===== config.mk =====
export PLATFORM = sky130hd
export DESIGN_NAME = bpc_row_ram
export DESIGN_NICKNAME = d
export VERILOG_FILES = /design/src/design/boundary_plausibility_check_unit_defines.svh /design/src/design/bpc_pkg.sv /design/src/design/bpc_row_ram.sv
export SDC_FILE = /design/constraint.sdc
export NUM_CORES = 1
export LEC_CHECK = 0
export ABC_AREA = 1
export BUFFER_PORTS_ARGS = -buffer_cell sky130_fd_sc_hd__buf_2
export CAP_MARGIN = 10
export CORE_MARGIN = 2
export CORE_UTILIZATION = 45
export DETAILED_ROUTE_END_ITERATION = 8
export PLACE_DENSITY = 0.71
export SLEW_MARGIN = 20
export SYNTH_ARGS = -nofsm -noshare
export SYNTH_HDL_FRONTEND = slang
export SYNTH_SLANG_ARGS = --single-unit

===== constraint.sdc =====
create_clock -name clk -period 7.3 [get_ports clk]
set_clock_uncertainty 0.2 [all_clocks]
set_input_delay 1.46 -clock clk [delete_from_list [all_inputs] [get_ports clk]]
set_output_delay 1.46 -clock clk [all_outputs]
set_load 0.01 [all_outputs]

===== src/design/boundary_plausibility_check_unit_defines.svh =====
// ---------------------------------------------------------------------------
// Assertion macros for the boundary plausibility check
// ---------------------------------------------------------------------------
`ifndef BOUNDARY_PLAUSIBILITY_CHECK_UNIT_DEFINES_SVH
`define BOUNDARY_PLAUSIBILITY_CHECK_UNIT_DEFINES_SVH

// implication checked on every clock edge outside reset
`define BPC_ASSERT_IMP(lbl, ante, cons) \
	lbl: assert property (@(posedge clk) disable iff (!arst_n) (ante) |-> (cons)) \
		else $error("bpc check failed");

// implication whose consequent is checked in the next cycle
`define BPC_ASSERT_NEXT(lbl, ante, cons) \
	lbl: assert property (@(posedge clk) disable iff (!arst_n) (ante) |=> (cons)) \
		else $error("bpc check failed");

`endif


===== src/design/bpc_pkg.sv =====
// ---------------------------------------------------------------------------
// bpc_pkg
// Shared constants and types of the boundary plausibility check.
// ---------------------------------------------------------------------------
package bpc_pkg;

	localparam int MaxSpots  = 64;
	localparam int AddrW     = $clog2(MaxSpots);
	localparam int CntW      = $clog2(MaxSpots + 1);
	localparam int HeadSpots = 3;
	localparam int RowW      = 10;
	localparam int UncW      = 24;
	localparam int UTotW     = UncW + CntW;
	localparam int DevW      = 26;
	localparam int DepthW    = RowW + CntW;
	localparam int NumW      = 22;
	localparam int QuoW      = NumW + 8;
	localparam logic [DevW-1:0] DevSat = {DevW{1'b1}};

	typedef enum logic [2:0] {
		REG_TOP_LINE   = 3'd0,
		REG_MIN_SHARE  = 3'd1,
		REG_UNC_LIMIT  = 3'd2,
		REG_BELOW_LIM  = 3'd3,
		REG_JAG_LIMIT  = 3'd4
	} cfg_reg_t;

	typedef enum logic [2:0] {
		ST_IDLE,
		ST_DIV,
		ST_SCAN,
		ST_DEPTH_DIV,
		ST_REPORT
	} bpc_state_t;

	// restoring divider request/response
	typedef struct packed {
		logic            start;
		logic [QuoW-1:0] dividend;
		logic [QuoW-1:0] divisor;
	} div_req_t;

	typedef struct packed {
		logic            busy;
		logic            done;
		logic [QuoW-1:0] quotient;
	} div_rsp_t;

endpackage


===== src/design/bpc_row_ram.sv =====
// ---------------------------------------------------------------------------
// bpc_row_ram
// Row store of counted spots, one write and one registered read port.
// ---------------------------------------------------------------------------
module bpc_row_ram
	import bpc_pkg::*;
(
	input  logic             clk,
	input  logic             wr_en,
	input  logic [AddrW-1:0] wr_addr,
	input  logic [RowW-1:0]  wr_data,
	input  logic [AddrW-1:0] rd_addr,
	output logic [RowW-1:0]  rd_data
);

	logic [RowW-1:0] mem [MaxSpots];

	always_ff @(posedge clk) begin
		if (wr_en)
			mem[wr_addr] <= wr_data;
		rd_data <= mem[rd_addr];
	end

endmodule


==> flow_metrics.env, run 1 <==
export IMPL_crit_fanout=168
export IMPL_worst_slew_pin_slew_ps=1100
export IMPL_grt_max_degree=197
export IMPL_crit_chain="buf_8 > inv_8 > buf_4 > nand2_1 > nand3_1 > nand3_1 > nand2_1 > nand2_1 > nand3_1 > nand3_1 > nand2_1"
export IMPL_cts_sinks=650
export IMPL_diodes=0
export IMPL_yosys_warnings=0
export IMPL_leakagePower_uw=0.0103
export IMPL_startpoint="rd_addr[0]"
export IMPL_synthCells=2233
export IMPL_status="completed"
export IMPL_yosysTopAreaCell="edfxtp_1"
export IMPL_syn_area_um2=26400
export IMPL_maxSlewHeadroom_pct=26.4
export IMPL_rsz0062_at_grt="false"
export IMPL_ys_seq_area_share_pct=73.5
export IMPL_finalCritPeriodShare_pct=60.3
export IMPL_mostFrequentLayoutCells="nand2_1 (810), edfxtp_1 (640), nand3_1 (547)"
export IMPL_insertion_delay_ps=600
export IMPL_crit_type="in -> reg"
export IMPL_ir_drop_mv=0.161
export IMPL_critPathArrivalTime_ps=4740
export IMPL_hold_buffers=0
export IMPL_syn_area_per_cell_um2=11.8
export IMPL_power_density_nw_per_um2=269
export IMPL_cp_end_kind="flip-flop"
export IMPL_synth_distinct_cells=18
export IMPL_via_per_inst=5.65
export IMPL_vias=17100
export IMPL_holdWs_ps=632
export IMPL_cts_resized=0
export IMPL_synth_edf_count=640
export IMPL_post_drt_wl_per_cell_um=20.9
export IMPL_root_buffer="clkbuf_16"
export IMPL_antenna_found_initial=5
export IMPL_gp_congestion=0.834
export IMPL_multi_input_area_um2=6190
export IMPL_final_common_cell="nand2_1"
export IMPL_synthArstFlopShare_pct=0
export IMPL_area_growth_pct=9.90
export IMPL_clk_path_buf_depth=3
export IMPL_setup_tns_ps=0
export IMPL_fillers=4985
export IMPL_drtIter0Drc=2136
export IMPL_drc=0
export IMPL_htreeDepth=3
export IMPL_ios=34
export IMPL_cts_inserted_buffers=66
export IMPL_ys_seq_elements=650
export IMPL_start_kind="input pin"
export IMPL_core_area_um2=57900
export IMPL_clk_pin_slew_worst_paths_ps=60
export IMPL_critPathMaxStageDelay_ps=920
export IMPL_netlist_area_leader_share_pct=72.7
export IMPL_grt_ovfl_total=0
export IMPL_die_area_um2=60700
export IMPL_finalHoldViolCount=0
export IMPL_routed_wl_mm=63.5
export IMPL_start_util_pct=45.6
export IMPL_crit_slowest_cell="buf_4"
export IMPL_synth_area_top_cells="edfxtp_1 (73%), nand2_1 (12%), nand3_1 (10%)"
export IMPL_grt_pass1_wl_mm=97.9
export IMPL_synth_main_ff_cell="edfxtp_1"
export IMPL_r2r_start="mem[55][4]"
export IMPL_worstHoldStart="mem[10][2]"
export IMPL_rows=88
export IMPL_postCtsSetupBuffers=0
export IMPL_maxSlewViolCount=0
export IMPL_cts_tree="done"
export IMPL_grtUsageTotal_pct=21.3
export IMPL_max_cap_violations=0
export IMPL_die_width_um=246
export IMPL_max_freq_mhz=227
export IMPL_nNetsFinal=2241
export IMPL_required_ps=7640
export IMPL_hp_class="reg -> reg"
export IMPL_drive_gt1_share_pct=7.23
export IMPL_ant_nets=0
export IMPL_regArea_um2=19400
export IMPL_dpl_hpwl_mm=34.7
export IMPL_fin_crit_ps=4400
export IMPL_fp_dieH_um=246
export IMPL_grt_pass1_vias=16600
export IMPL_dr_pass1_iters=5
export IMPL_syn_nets=2257
export IMPL_setup_violations=0
export IMPL_port_buffers=33
==> metal layers <==
layer	GRT usage [%]	share of wire (%)	vias up	routed length [um]
met1	28.7	40	8337	25400
li1	-	-	7829	-
met2	33.5	47	804	30100
met4	9.04	3.4	10	2170
met3	4.36	9.2	154	5860
met5	0	0.094	-	60
==> power breakdown <==
| group | total (uW) | internal, uW | switching, uW |
|---|---|---|---|
| Combinational | 462 | 109 | 353 |
| Sequential | 4140 | 4130 | 13.1 |
| Clock | 3200 | 1840 | 1370 |
==> worst paths after layout <==
check	slack, ps	depth (start not counted)	to
min reg2reg	630	8	rd_data[2]
max reg2reg	5540	8	rd_data[4]
max	2900	11	rd_data[1]
min	630	8	rd_data[2]
==> synth_stat cells (2+ instances only) <==
| library cell | count |
|---|---|
| nor2_1 | 56 |
| buf_8 | 2 |
| nand4_1 | 9 |
| buf_6 | 28 |
| nand2_1 | 810 |
| nand3_1 | 547 |
| clkbuf_1 | 27 |
| nor4_1 | 8 |
| buf_4 | 9 |
| buf_2 | 60 |
| inv_1 | 8 |
| buf_1 | 15 |
| dfxtp_1 | 10 |
| edfxtp_1 | 640 |
==> state kept, by name, indices dropped and copies added, names as in the netlist <==
register	flops
rd_data	10
mem	640
==> metrics by stage <==
stage,power [uW],utilization [%],std cells,area [um2],worst slack [ps]
after CTS,7850,50.1,3033,29000,3090
after global routing,8030,50.2,3033,29100,2740
final,7810,50.2,3033,29100,2900
after detailed placement,4680,46.6,2914,27000,2460
after global placement,4670,46.5,2914,26900,2500
after floorplan,4500,-,2233,26400,3680
==> layout make-up <==
cell class / instances / share of cell area [%]
Timing Repair Buffer: 57 / 1.27
Multi-Input combinational cell: 1430 / 21.3
Inverter: 12 / 0.189
Sequential cell: 650 / 66.8
Tap cell: 765 / 3.29
Clock buffer: 85 / 6.11
Clock inverter: 34 / 0.969
==> critical path, delay by kind of cell <==
| family | cells | cell delay [ps] |
|---|---|---|
| buffers and inverters | 3 | 2010 |
| AND/OR/NAND/NOR | 8 | 940 |
==> kinds of logic after synthesis <==
group,Yosys count,share of synthesized area (%)
DFF,650,73.5
buffers and inverters,153,3.49
and+or+nand+nor,1430,23.1
Power figures use the tool's default switching activity.
==> run 2, diff against run 1 <==
--- a/config.mk
+++ b/config.mk
@@ -11,7 +11,7 @@
 export CORE_MARGIN = 2
 export CORE_UTILIZATION = 45
 export DETAILED_ROUTE_END_ITERATION = 8
-export PLACE_DENSITY = 0.71
+export PLACE_DENSITY = 0.73
 export SLEW_MARGIN = 20
 export SYNTH_ARGS = -nofsm -noshare
 export SYNTH_HDL_FRONTEND = slang
==> constraint.sdc (replaced) <==
create_clock -name clk -period 4.02 [get_ports clk]
set_clock_uncertainty 0.2 [all_clocks]
set_input_delay 0.804 -clock clk [delete_from_list [all_inputs] [get_ports clk]]
set_output_delay 0.804 -clock clk [all_outputs]
set_load 0.01 [all_outputs]
==> run 2 against run 1 <==
Worst hold slack got worse by 210 ps. Combinational power rose by 93%. Largest power group unchanged. Register-to-register slack got worse by 3300 ps. Critical path type unchanged. Non-clock buffer count rose by 59. First-iteration DRC count rose by 5.5%.
==> flow_metrics.env, run 2 (same netlist as run 1, synthesis figures left out) <==
export IMPL_cts_sinks=650
export IMPL_rr_endpoint="rd_data[8]"
export IMPL_worst_slew_pin_slew_ps=1070
export IMPL_hold_buffers=0
export IMPL_start_kind="input pin"
export IMPL_largest_registers="mem (640), rd_data (10)"
export IMPL_holdPathStages=3
export IMPL_largest_register_ffs=640
export IMPL_crit_type="in -> reg"
export IMPL_gp_congestion=0.852
export IMPL_nNetsFinal=2292
export IMPL_port_buffers=33
export IMPL_post_drt_wl_per_cell_um=22.2
export IMPL_htreeDepth=2
export IMPL_die_width_um=246
export IMPL_clk_pin_slew_worst_paths_ps=70
export IMPL_intPower_uw=10900
export IMPL_leakagePower_uw=0.0106
export IMPL_critPathArrivalTime_ps=3150
export IMPL_crit_fanout=10
export IMPL_fp_dieH_um=246
export IMPL_netSwitchingPower_uw=3070
export IMPL_root_buffer="clkbuf_16"
export IMPL_finalCritPeriodShare_pct=77.4
export IMPL_setup_violations=0
export IMPL_maxSlewViolCount=0
export IMPL_clk_path_buf_depth=3
export IMPL_setup_tns_ps=0
export IMPL_cp_end_kind="flip-flop"
export IMPL_grt_ovfl_total=0
export IMPL_cp_endpoint="mem[33][2]"
export IMPL_via_per_inst=5.75
export IMPL_insertion_delay_ps=630
export IMPL_grt_pass1_vias=17300
export IMPL_routed_wl_mm=68.5
export IMPL_ios=34
export IMPL_ant_nets=0
export IMPL_top_register="mem"
export IMPL_area_growth_pct=11.3
export IMPL_p_sw_share_pct=22.0
export IMPL_grtUsageTotal_pct=22.7
export IMPL_drtIter0Drc=2253
export IMPL_cts_tree="done"
export IMPL_postCtsSetupBuffers=0
export IMPL_r2r_start="mem[6][8]"
export IMPL_rows=88
export IMPL_drive_gt1_share_pct=8.99
export IMPL_rsz0062_at_grt="false"
export IMPL_finalHoldViolCount=0
export IMPL_antenna_found_initial=7
export IMPL_ir_drop_mv=0.443
export IMPL_grt_pass1_wl_mm=104
export IMPL_fin_crit_ps=3110
export IMPL_grt_max_degree=161
export IMPL_cts_resized=0
export IMPL_max_cap_violations=0
export IMPL_cts_inserted_buffers=58
export IMPL_seqPwrFrac_pct=54.0
export IMPL_required_ps=4050
export IMPL_hp_class="in -> reg"
export IMPL_ff2ff_path_depth=8
export IMPL_mostFrequentLayoutCells="nand2_1 (810), edfxtp_1 (640), nand3_1 (547)"
export IMPL_max_freq_mhz=321
export IMPL_drc=0
export IMPL_final_common_cell="nand2_1"
export IMPL_power_frac_comb_pct=6.4
export IMPL_start_util_pct=45.6
export IMPL_timing_reg2reg_setup_slack_ps=2290
export IMPL_p_clk_share_pct=39.6
export IMPL_fin_total_pwr_uw=14000
export IMPL_startpoint="wr_addr[2]"
export IMPL_dr_pass1_iters=6
export IMPL_vias=17700
export IMPL_status="completed"
export IMPL_dpl_hpwl_mm=39.1
export IMPL_core_area_um2=57900
export IMPL_power_density_nw_per_um2=474
export IMPL_die_area_um2=60700
export IMPL_maxSlewHeadroom_pct=28.7
## run 2: cell count changes in the layout (fill, tap and decap cells not counted), sizes merged, moves of 2 or more
cell,before,now
diode,0,2
clkinv,30,22
buf,57,116
clkbuf,85,76
bufinv,3,7
## run 2: layer usage
metal	wire length (um)	global-route usage (%)	part of all wire, %
met1	26600	30.7	39
met2	32800	37.1	48
met3	6780	4.04	9.9
met4	2320	7.99	3.4
met5	59	0	0.086
## run 2: critical path, cell delays in order
cell and delay (ps):
buf_2 170, inv_1 270, nand4_1 820, nor2_1 1070
## run 2: worst min-delay path by stage
stage,startpoint,to,slack [ps]
detailed placement,mem[28][5],rd_data[5],600
floorplan,mem[44][0],rd_data[0],520
CTS,rd_addr[5],rd_data[4],370
finish,rd_addr[5],rd_data[4],420
global route,rd_addr[5],rd_data[4],410
global placement,mem[14][9],rd_data[9],610
## run 2: layout make-up
cell class | count | area, um2
Antenna cell | 2 | 5.00
Clock buffer | 76 | 1560
Clock inverter | 30 | 323
Fill cell | 4838 | 28500
Inverter | 12 | 55.1
Multi-Input combinational cell | 1430 | 6140
Sequential cell | 650 | 19400
Tap cell | 765 | 957
Timing Repair Buffer | 116 | 966
## run 2: power by group through the flow
stage / clock (uW) / combinational (uW) / sequential (uW)
finish: 5530 / 891 / 7530
detailed placement: 0 / 877 / 7680
CTS: 5590 / 881 / 7530
global placement: 0 / 860 / 7680
floorplan: 0 / 506 / 7660
global route: 5830 / 963 / 7530
## run 2: through the flow
step           instances  utilization [%]  worst slack (ps)  cell area, um2  hold slack [ps]
2_1_floorplan       2233                -              1050           26400              522
3_3_place_gp        2973             47.6               486           27500              611
3_5_place_dp        2973             47.6               416           27500              602
4_1_cts             3079             50.8              1050           29400              373
5_1_grt             3079             50.8               909           29400              405
6_report            3081             50.8               907           29400              423
