`config.mk`:
```
export PLATFORM = sky130hd
export DESIGN_NAME = bpc_divider
export DESIGN_NICKNAME = d
export VERILOG_FILES = /design/src/design/boundary_plausibility_check_unit_defines.svh /design/src/design/bpc_pkg.sv /design/src/design/bpc_divider.sv
export SDC_FILE = /design/constraint.sdc
export NUM_CORES = 1
export LEC_CHECK = 0
export BUFFER_PORTS_ARGS = -buffer_cell sky130_fd_sc_hd__buf_2
export CORE_MARGIN = 2
export CORE_UTILIZATION = 55
export DETAILED_ROUTE_END_ITERATION = 8
export PLACE_DENSITY = 0.89
export SLEW_MARGIN = 20
export SYNTH_ARGS = -nofsm -noshare
export SYNTH_HDL_FRONTEND = slang
export SYNTH_SLANG_ARGS = --single-unit
```
`constraint.sdc`:
```
create_clock -name clk -period 3.9 [get_ports clk]
set_clock_uncertainty 0.2 [all_clocks]
set_input_delay 0.195 -clock clk [delete_from_list [all_inputs] [get_ports clk]]
set_output_delay 0.195 -clock clk [all_outputs]
set_load 0.05 [all_outputs]
```
`src/design/boundary_plausibility_check_unit_defines.svh`:
```
// ---------------------------------------------------------------------------
// Assertion macros for the boundary plausibility check
// ---------------------------------------------------------------------------
`ifndef BOUNDARY_PLAUSIBILITY_CHECK_UNIT_DEFINES_SVH
`define BOUNDARY_PLAUSIBILITY_CHECK_UNIT_DEFINES_SVH

// implication checked on every clock edge outside reset
`define BPC_ASSERT_IMP(lbl, ante, cons) \
	lbl: assert property (@(posedge clk) disable iff (!arst_n) (ante) |-> (cons)) \
		else $error("bpc check failed");

// implication whose consequent is checked in the next cycle
`define BPC_ASSERT_NEXT(lbl, ante, cons) \
	lbl: assert property (@(posedge clk) disable iff (!arst_n) (ante) |=> (cons)) \
		else $error("bpc check failed");

`endif

```
`src/design/bpc_pkg.sv`:
```
// ---------------------------------------------------------------------------
// bpc_pkg
// Shared constants and types of the boundary plausibility check.
// ---------------------------------------------------------------------------
package bpc_pkg;

	localparam int MaxSpots  = 64;
	localparam int AddrW     = $clog2(MaxSpots);
	localparam int CntW      = $clog2(MaxSpots + 1);
	localparam int HeadSpots = 3;
	localparam int RowW      = 10;
	localparam int UncW      = 24;
	localparam int UTotW     = UncW + CntW;
	localparam int DevW      = 26;
	localparam int DepthW    = RowW + CntW;
	localparam int NumW      = 22;
	localparam int QuoW      = NumW + 8;
	localparam logic [DevW-1:0] DevSat = {DevW{1'b1}};

	typedef enum logic [2:0] {
		REG_TOP_LINE   = 3'd0,
		REG_MIN_SHARE  = 3'd1,
		REG_UNC_LIMIT  = 3'd2,
		REG_BELOW_LIM  = 3'd3,
		REG_JAG_LIMIT  = 3'd4
	} cfg_reg_t;

	typedef enum logic [2:0] {
		ST_IDLE,
		ST_DIV,
		ST_SCAN,
		ST_DEPTH_DIV,
		ST_REPORT
	} bpc_state_t;

	// restoring divider request/response
	typedef struct packed {
		logic            start;
		logic [QuoW-1:0] dividend;
		logic [QuoW-1:0] divisor;
	} div_req_t;

	typedef struct packed {
		logic            busy;
		logic            done;
		logic [QuoW-1:0] quotient;
	} div_rsp_t;

endpackage

```
`src/design/bpc_divider.sv`:
```
// ---------------------------------------------------------------------------
// bpc_divider
// Restoring divider, one quotient bit per cycle.
// ---------------------------------------------------------------------------
module bpc_divider
	import bpc_pkg::*;
(
	input  logic     clk,
	input  logic     arst_n,
	input  div_req_t req,
	output div_rsp_t rsp
);

	localparam int StepW = $clog2(QuoW + 1);

	logic [QuoW-1:0]  quo_q;
	logic [QuoW-1:0]  rem_q;
	logic [QuoW-1:0]  den_q;
	logic [StepW-1:0] step_q;
	logic             busy_q;
	logic             done_q;
	logic [QuoW:0]    trial;

	assign trial = {rem_q, quo_q[QuoW-1]} - {1'b0, den_q};

	always_ff @(posedge clk or negedge arst_n) begin
		if (!arst_n) begin
			busy_q <= 1'b0;
			done_q <= 1'b0;
			step_q <= '0;
		end else begin
			done_q <= 1'b0;
			if (req.start) begin
				busy_q <= 1'b1;
				step_q <= StepW'(QuoW);
			end else if (busy_q) begin
				step_q <= step_q - 1'b1;
				if (step_q == StepW'(1)) begin
					busy_q <= 1'b0;
					done_q <= 1'b1;
				end
			end
		end
	end

	always_ff @(posedge clk) begin
		if (req.start) begin
			quo_q <= req.dividend;
			rem_q <= '0;
			den_q <= req.divisor;
		end else if (busy_q) begin
			if (!trial[QuoW]) begin
				rem_q <= trial[QuoW-1:0];
				quo_q <= {quo_q[QuoW-2:0], 1'b1};
			end else begin
				rem_q <= {rem_q[QuoW-2:0], quo_q[QuoW-1]};
				quo_q <= {quo_q[QuoW-2:0], 1'b0};
			end
		end
	end

	assign rsp.busy     = busy_q;
	assign rsp.done     = done_q;
	assign rsp.quotient = quo_q;

endmodule

```
==> flow_summary.ini, run 1 <==
[run_status]
status = finished clean

[finish]
fin_nets = 784
stdcell_area_um2 = 7090
num_antenna_cells = 0
area_growth_syn_to_layout_pct = 25.1
drive_above_1_share_pct = 23.8
finish.utilization_pct = 69.9

[timing]
finalHoldViolations = 0
finalSetupViolCount = 0
slew_headroom_pct = 28.2
post-route-period-util_pct = 96.0
period_needed_ns = 3.74
drv_slew = 0
worst_pin_slew_ns = 1.07
max_freq_mhz = 267
grt_setup_unrepaired = false

[clocking]
cts_root_buffer = clkbuf_8
clk_pin_slew_ns = 0.11
cts_buffer_depth = 2
numClockSinks = 97
htreeDepth = 3
cts_tree = built
ctsResizeCount = 0
cts_buffers = 9
insertion_delay_ns = 0.40
post_cts.repair.setup_buffers = 0

[floorplan]
die-height_um = 105
initial_core_util_pct = 55.9
die-area_um2 = 11100
fp-row-count = 37
core_um2 = 10100
num_io_pins = 95
die_w_um = 105

[routing]
first_iter_violations = 203
ant_nets = 0
num_vias = 4666
routed_wl_mm = 14.0
drc = 0
first_pass_iters = 5
viasPerCell = 5.63
wl_per_cell_um = 16.9

[pwr]
leakage_nw = 3.14
power.density_nw_per_um2 = 647
max-vdd-ir-drop_mv = 0.377
p_total_mw = 4.59

[global_routing]
antenna_found_initial = 0
grt_pass1_wl_mm = 22.6
grt_max_degree = 88
grt_pass1_vias = 4732
track_usage_pct = 25.8
grt-ovfl-total = 0

[hold_path]
whs_path_depth = 5
hp-class = input pin to register

[synth]
synth_top_cell_area_share_pct = 31.8
syn_area_um2 = 5660
synth_seq_area_share_pct = 45.5
synth_area_per_cell_um2 = 10.6
yosys.cell_types.count = 66
synth_edf_count = 60
syn_nets = 630
ys_top_cells_by_area = edfxtp_1 32%, dfxtp_1 11%, ha_1 7.1%
yosys_warnings = 0
ys.flop_type = edfxtp_1
synth_cells = 534
synthArstFlopShare_pct = 7.22
yosys.area.top_type = edfxtp_1
synth-seq-cells = 97

[setup_path]
cp_max_fo = 13
start_kind = register
cp-end-kind = register
required_ns = 3.96
worstSetupPathType = register to register
worstRegToRegCells = 12
worstPathArrival_ns = 3.80

[placement]
place_area_um2 = 6260
numPortBuffers = 94
routabilityCongestion = 0.973
detailedPlacementHpwl_mm = 9.05

[flow_run]
cap_violations = 0
-- layout make-up --
cell class,instances,area (um2)
Multi-Input combinational cell,372,2830
Clock inverter,5,47.5
Inverter,42,158
Clock buffer,11,141
Timing Repair Buffer,166,1170
Sequential cell,97,2580
Tap cell,136,170
Fill cell,697,3050
-- registers in the layout, indices dropped and copies added, names as in the netlist --
name and cells:
done_q 1, den_q 30, quo_q 30, rem_q 30, busy_q 1, step_q 5
-- path summary, 6_finish.rpt --
| kind | start | end | slack (ns) |
|---|---|---|---|
| min in group asynchronous | arst_n | busy_q$_DFF_PN0_ | 0.57 |
| min | req[60] | rem_q[2]$_SDFFE_PP0P_ | 0.11 |
| max | quo_q[29]$_DFFE_PP_ | rem_q[7]$_SDFFE_PP0P_ | 0.16 |
| max reg2reg | quo_q[29]$_DFFE_PP_ | rem_q[7]$_SDFFE_PP0P_ | 0.16 |
| min reg2reg | rem_q[13]$_SDFFE_PP0P_ | rem_q[13]$_SDFFE_PP0P_ | 0.29 |
| max in group asynchronous | arst_n | step_q[1]$_DFFE_PN0P_ | 2.66 |
-- through the flow --
step / hold slack, ns / setup slack, ns / std cells / TNS (ns)
after floorplan: -0.301 / 0.354 / 534 / 0
after global placement: -0.168 / 0.119 / 750 / 0
after detailed placement: -0.151 / -0.00733 / 750 / -0.0132
after CTS: 0.0948 / 0.219 / 829 / 0
after global routing: 0.128 / 0.00268 / 829 / 0
final: 0.114 / 0.156 / 829 / 0
-- repair_timing --
action,CTS,global route
setup endpoints to repair,7,1
endpoints found under the hold margin,67,0
cloned,1,0
hold buffers,62,0
pin swaps,1,1
-- Yosys cell counts (all sizes together) (7+ instances only) --
cell	n
xor2	12
mux2i	25
a21o	16
buf	13
a21oi	31
o21ai	22
xnor2	17
mux2	31
nand2b	14
a211oi	20
inv	42
dfrtp	7
dfxtp	30
nand3	9
clkbuf	11
edfxtp	60
nor2	42
ha	32
nand2	30
-- worst max-delay path, stage by stage, from the launching register on --
cell,delay (ns)
edfxtp_1,0.40
inv_1,0.09
ha_1,0.18
fa_1,0.22
nor2b_1,0.08
o21bai_1,0.17
a21o_1,0.20
and4_4,0.27
o31ai_4,0.09
a311o_4,0.45
xnor2_2,0.86
mux2i_1,0.28
o21ai_0,0.10
-- per-layer routing --
layer  wire length [um]  up-vias  GRT usage (%)
li1                   -     2245              -
met1               6000     2216           32.9
met2               6840      181           42.7
met3                921       24           6.80
met4                264        0           8.67
met5                  0        -              0
-- placed cells by master, fill, tap and decap left out, drive strengths merged, types with 2 or more instances in the layout --
cell         Yosys  routed
a211o            3       3
nand2           30      30
ha              32      32
dlygate4sd3      0      62
nor2b            4       4
a31oi            3       3
a21boi           2       2
o21bai           4       4
nor3             6       6
xnor2           17      18
o21ai           22      22
and3             6       6
a211oi          20      20
o21a             4       4
mux2i           25      25
buf             13     104
o31ai            4       4
dfrtp            7       7
dfxtp           30      30
nor2            42      42
inv             42      45
nand2b          14      14
a21o            16      16
xor2            12      12
o211ai           3       3
or3              3       3
mux2            31      31
nand3            9       9
nand4            6       6
a21oi           31      31
clkbuf          11      11
edfxtp          60      60
-- power by group --
| group | internal [mW] | total (mW) | switching, mW |
|---|---|---|---|
| Sequential | 1.32 | 1.49 | 0.171 |
| Combinational | 1.07 | 2.45 | 1.38 |
| Clock | 0.262 | 0.651 | 0.389 |
| Total | 2.65 | 4.59 | 1.94 |
-- kinds of logic (layout without fill, tap and decap cells) --
logic type	after synthesis	in the layout	share of synthesized area (%)
xor+xnor	29	30	4.82
simple gates	128	128	11.1
flops	97	97	45.5
compound gates	125	125	15.6
fa+ha+maj	33	33	7.42
mux	56	56	10.6
buf+inv	66	224	4.90
No activity file was read; power rests on OpenSTA's default activity.
==> run 2: changes to the inputs <==
ABC_AREA = 1   (was unset)
PLACE_DENSITY = 0.88   (was 0.89)
==> run 2 against run 1 <==
Against the previous run:
- worst hold slack worse by 0.091 ns
- final cell count is 52% higher
- combinational power is 81% lower
- clock-buffer cell count is 2 lower
- die area is 13% higher
- sequential power is 20% lower
==> flow_summary.ini, run 2 <==
[floorplan]
num_io_pins = 95
initial_core_util_pct = 56.4
core_um2 = 11400
fp-row-count = 39
die_w_um = 112
die-height_um = 112
die-area_um2 = 12600

[synth]
synth_top_cell_area_share_pct = 28.0
synth_most_common_cell = nand2_1
synth_seq_area_share_pct = 40.0
synth-seq-cells = 97
syn_area_um2 = 6440
yosys_warnings = 0
ys_top_cells_by_area = edfxtp_1 28%, nand2_1 25%, inv_1 11%
synth_common_cells = 430 x nand2_1, 189 x inv_1, 60 x edfxtp_1, 60 x nand3_1, 40 x nor2_1
synthArstFlopShare_pct = 7.22
synth_edf_count = 60
synth_cells = 956
syn_nets = 1052
synth_area_per_cell_um2 = 6.74
yosys.area.top_type = edfxtp_1
ys.flop_type = edfxtp_1
yosys.cell_types.count = 35

[run_status]
status = finished clean

[hold_path]
hp-class = input pin to async pin

[setup_path]
cp-end-kind = register
cp_common_cell = nand2_1
worstSetupPathType = register to register
required_ns = 3.78
start_kind = register
cp_slowest_cell = nand2_2
worstPathArrival_ns = 2.85
cpPeakStageDelay_ns = 0.50
cp_cell_sequence = inv_1, ha_1, fa_1, inv_1, nand2_1, nand3_1, nand2_1, nand2_1, nand2_2, nand2_2, nand2_1, nand2_2, o21ai_0
cp_max_fo = 31

[clocking]
cts_tree = built
cts_buffers = 9
insertion_delay_ns = 0.37
cts_buffer_depth = 2
cts_root_buffer = clkbuf_16
post_cts.repair.setup_buffers = 0
numClockSinks = 97
htreeDepth = 3
clk_pin_slew_ns = 0.07

[timing]
tns_ns = 0
finalSetupViolCount = 0
max_freq_mhz = 337
drv_slew = 0
worst_pin_slew_ns = 1.05
grt_setup_unrepaired = false
slew_headroom_pct = 29.8
post-route-period-util_pct = 76.1
timing.final.ws_setup_ns = 0.933
finalHoldViolations = 0
holdWs_ns = 0.0232
period_needed_ns = 2.97

[routing]
viasPerCell = 5.08
first_pass_iters = 8
ant_nets = 0
wl_per_cell_um = 14.5
routed_wl_mm = 18.2
drc = 0
first_iter_violations = 564
num_vias = 6380

[finish]
finish.utilization_pct = 69.4
multi_input_area_um2 = 3020
area_growth_syn_to_layout_pct = 23.1
n_fill_cell = 906
reg_top3 = den_q x30, quo_q x30, rem_q x30
fin_nets = 1203
final_cells = 1256
layout_commonest_cell = nand2_1
drive_above_1_share_pct = 12.2
layout_common_cells = 430 x nand2_1, 189 x inv_1, 94 x buf_2
final-seq-area_um2 = 2580

[global_routing]
antenna_found_initial = 1
track_usage_pct = 30.1
grt_pass1_vias = 6460
grt_pass1_wl_mm = 30.4
grt-ovfl-total = 0
grt_max_degree = 48

[placement]
numPortBuffers = 94
routabilityCongestion = 0.943
post-place-ws_ns = 1.01
detailedPlacementHpwl_mm = 11.5
placed_cells = 1178

[flow_run]
cap_violations = 0

[pwr]
leakage_nw = 4.43
power.density_nw_per_um2 = 324
max-vdd-ir-drop_mv = 0.375
==> run 2: cell types whose count changed after synthesis, sizes merged, moves of 7 or more <==
cell,change
nand2,+408
mux2i,-25
xnor2,-7
inv,+151
nand3,+52
a21oi,-11
mux2,-31
o21ai,-14
a211oi,-20
xor2,-9
nand2b,-14
a21o,-14
==> run 2: logic make-up after synthesis <==
| group | Yosys count | share of synthesized area (%) |
|---|---|---|
| AOI/OAI and AO/OA | 34 | 2.87 |
| buffers and inverters | 214 | 13.2 |
| xor gates and xnor gates | 13 | 1.77 |
| adders and majority gates | 33 | 6.53 |
| and+or+nand+nor | 565 | 35.6 |
| DFF | 97 | 40.0 |
==> run 2: metrics by stage <==
step,area (um2),total power [mW]
final,7930,2.57
after global routing,7930,2.65
after floorplan,6440,1.48
after CTS,7930,2.55
after global placement,7010,1.59
after detailed placement,7010,1.60
==> run 2: area by class of cell <==
type / count / share of cell area [%]
sequential: 97 / 32.5
inverter: 194 / 9.18
clock inverter: 7 / 0.978
tap: 143 / 2.26
clock buffer: 9 / 2.84
antenna: 1 / 0.0316
multi-input combinational: 645 / 38.1
timing repair buffer: 160 / 14.1
==> run 2: where the power goes <==
part,total [mW],leakage [nW],internal [mW],switching [mW]
clock,0.921,0.152,0.504,0.417
sequential,1.19,0.939,1.16,0.0339
combinational,0.462,3.34,0.157,0.305
==> run 2: critical path: cells and delay by family (launching register included) <==
kind,cells,cell delay [ns]
compound gates,1,0.23
fa+ha+maj,2,0.64
buf+inv,2,0.15
flops,1,0.36
simple gates,8,1.09
==> run 2: repair_timing <==
action                                 in CTS  in global routing
resized for setup                           0                  0
endpoints found under the hold margin      67                  0
hold buffers                               61                  0
setup endpoints to repair                   0                  0
==> run 2: layer usage <==
layer	vias to the layer above	track usage, %	share of wire (%)
met4	0	13.4	3.0
met3	48	4.54	6.8
met2	261	53.2	50
li1	3190	-	-
met1	2881	36.3	40
met5	-	0	0
==> run 2: path summary, 6_finish.rpt <==
kind	depth (start not counted)	endpoint	start	slack, ns
max	13	quo_q[0]$_DFFE_PP_	quo_q[29]$_DFFE_PP_	0.93
min	2	step_q[1]$_DFFE_PN0P_	arst_n	0.02
max reg2reg	13	quo_q[0]$_DFFE_PP_	quo_q[29]$_DFFE_PP_	0.93
min reg2reg	2	rem_q[13]$_SDFFE_PP0P_	rem_q[13]$_SDFFE_PP0P_	0.27
max in group asynchronous	2	step_q[4]$_DFFE_PN0P_	arst_n	3.31
min in group clk	2	rem_q[13]$_SDFFE_PP0P_	rem_q[13]$_SDFFE_PP0P_	0.27
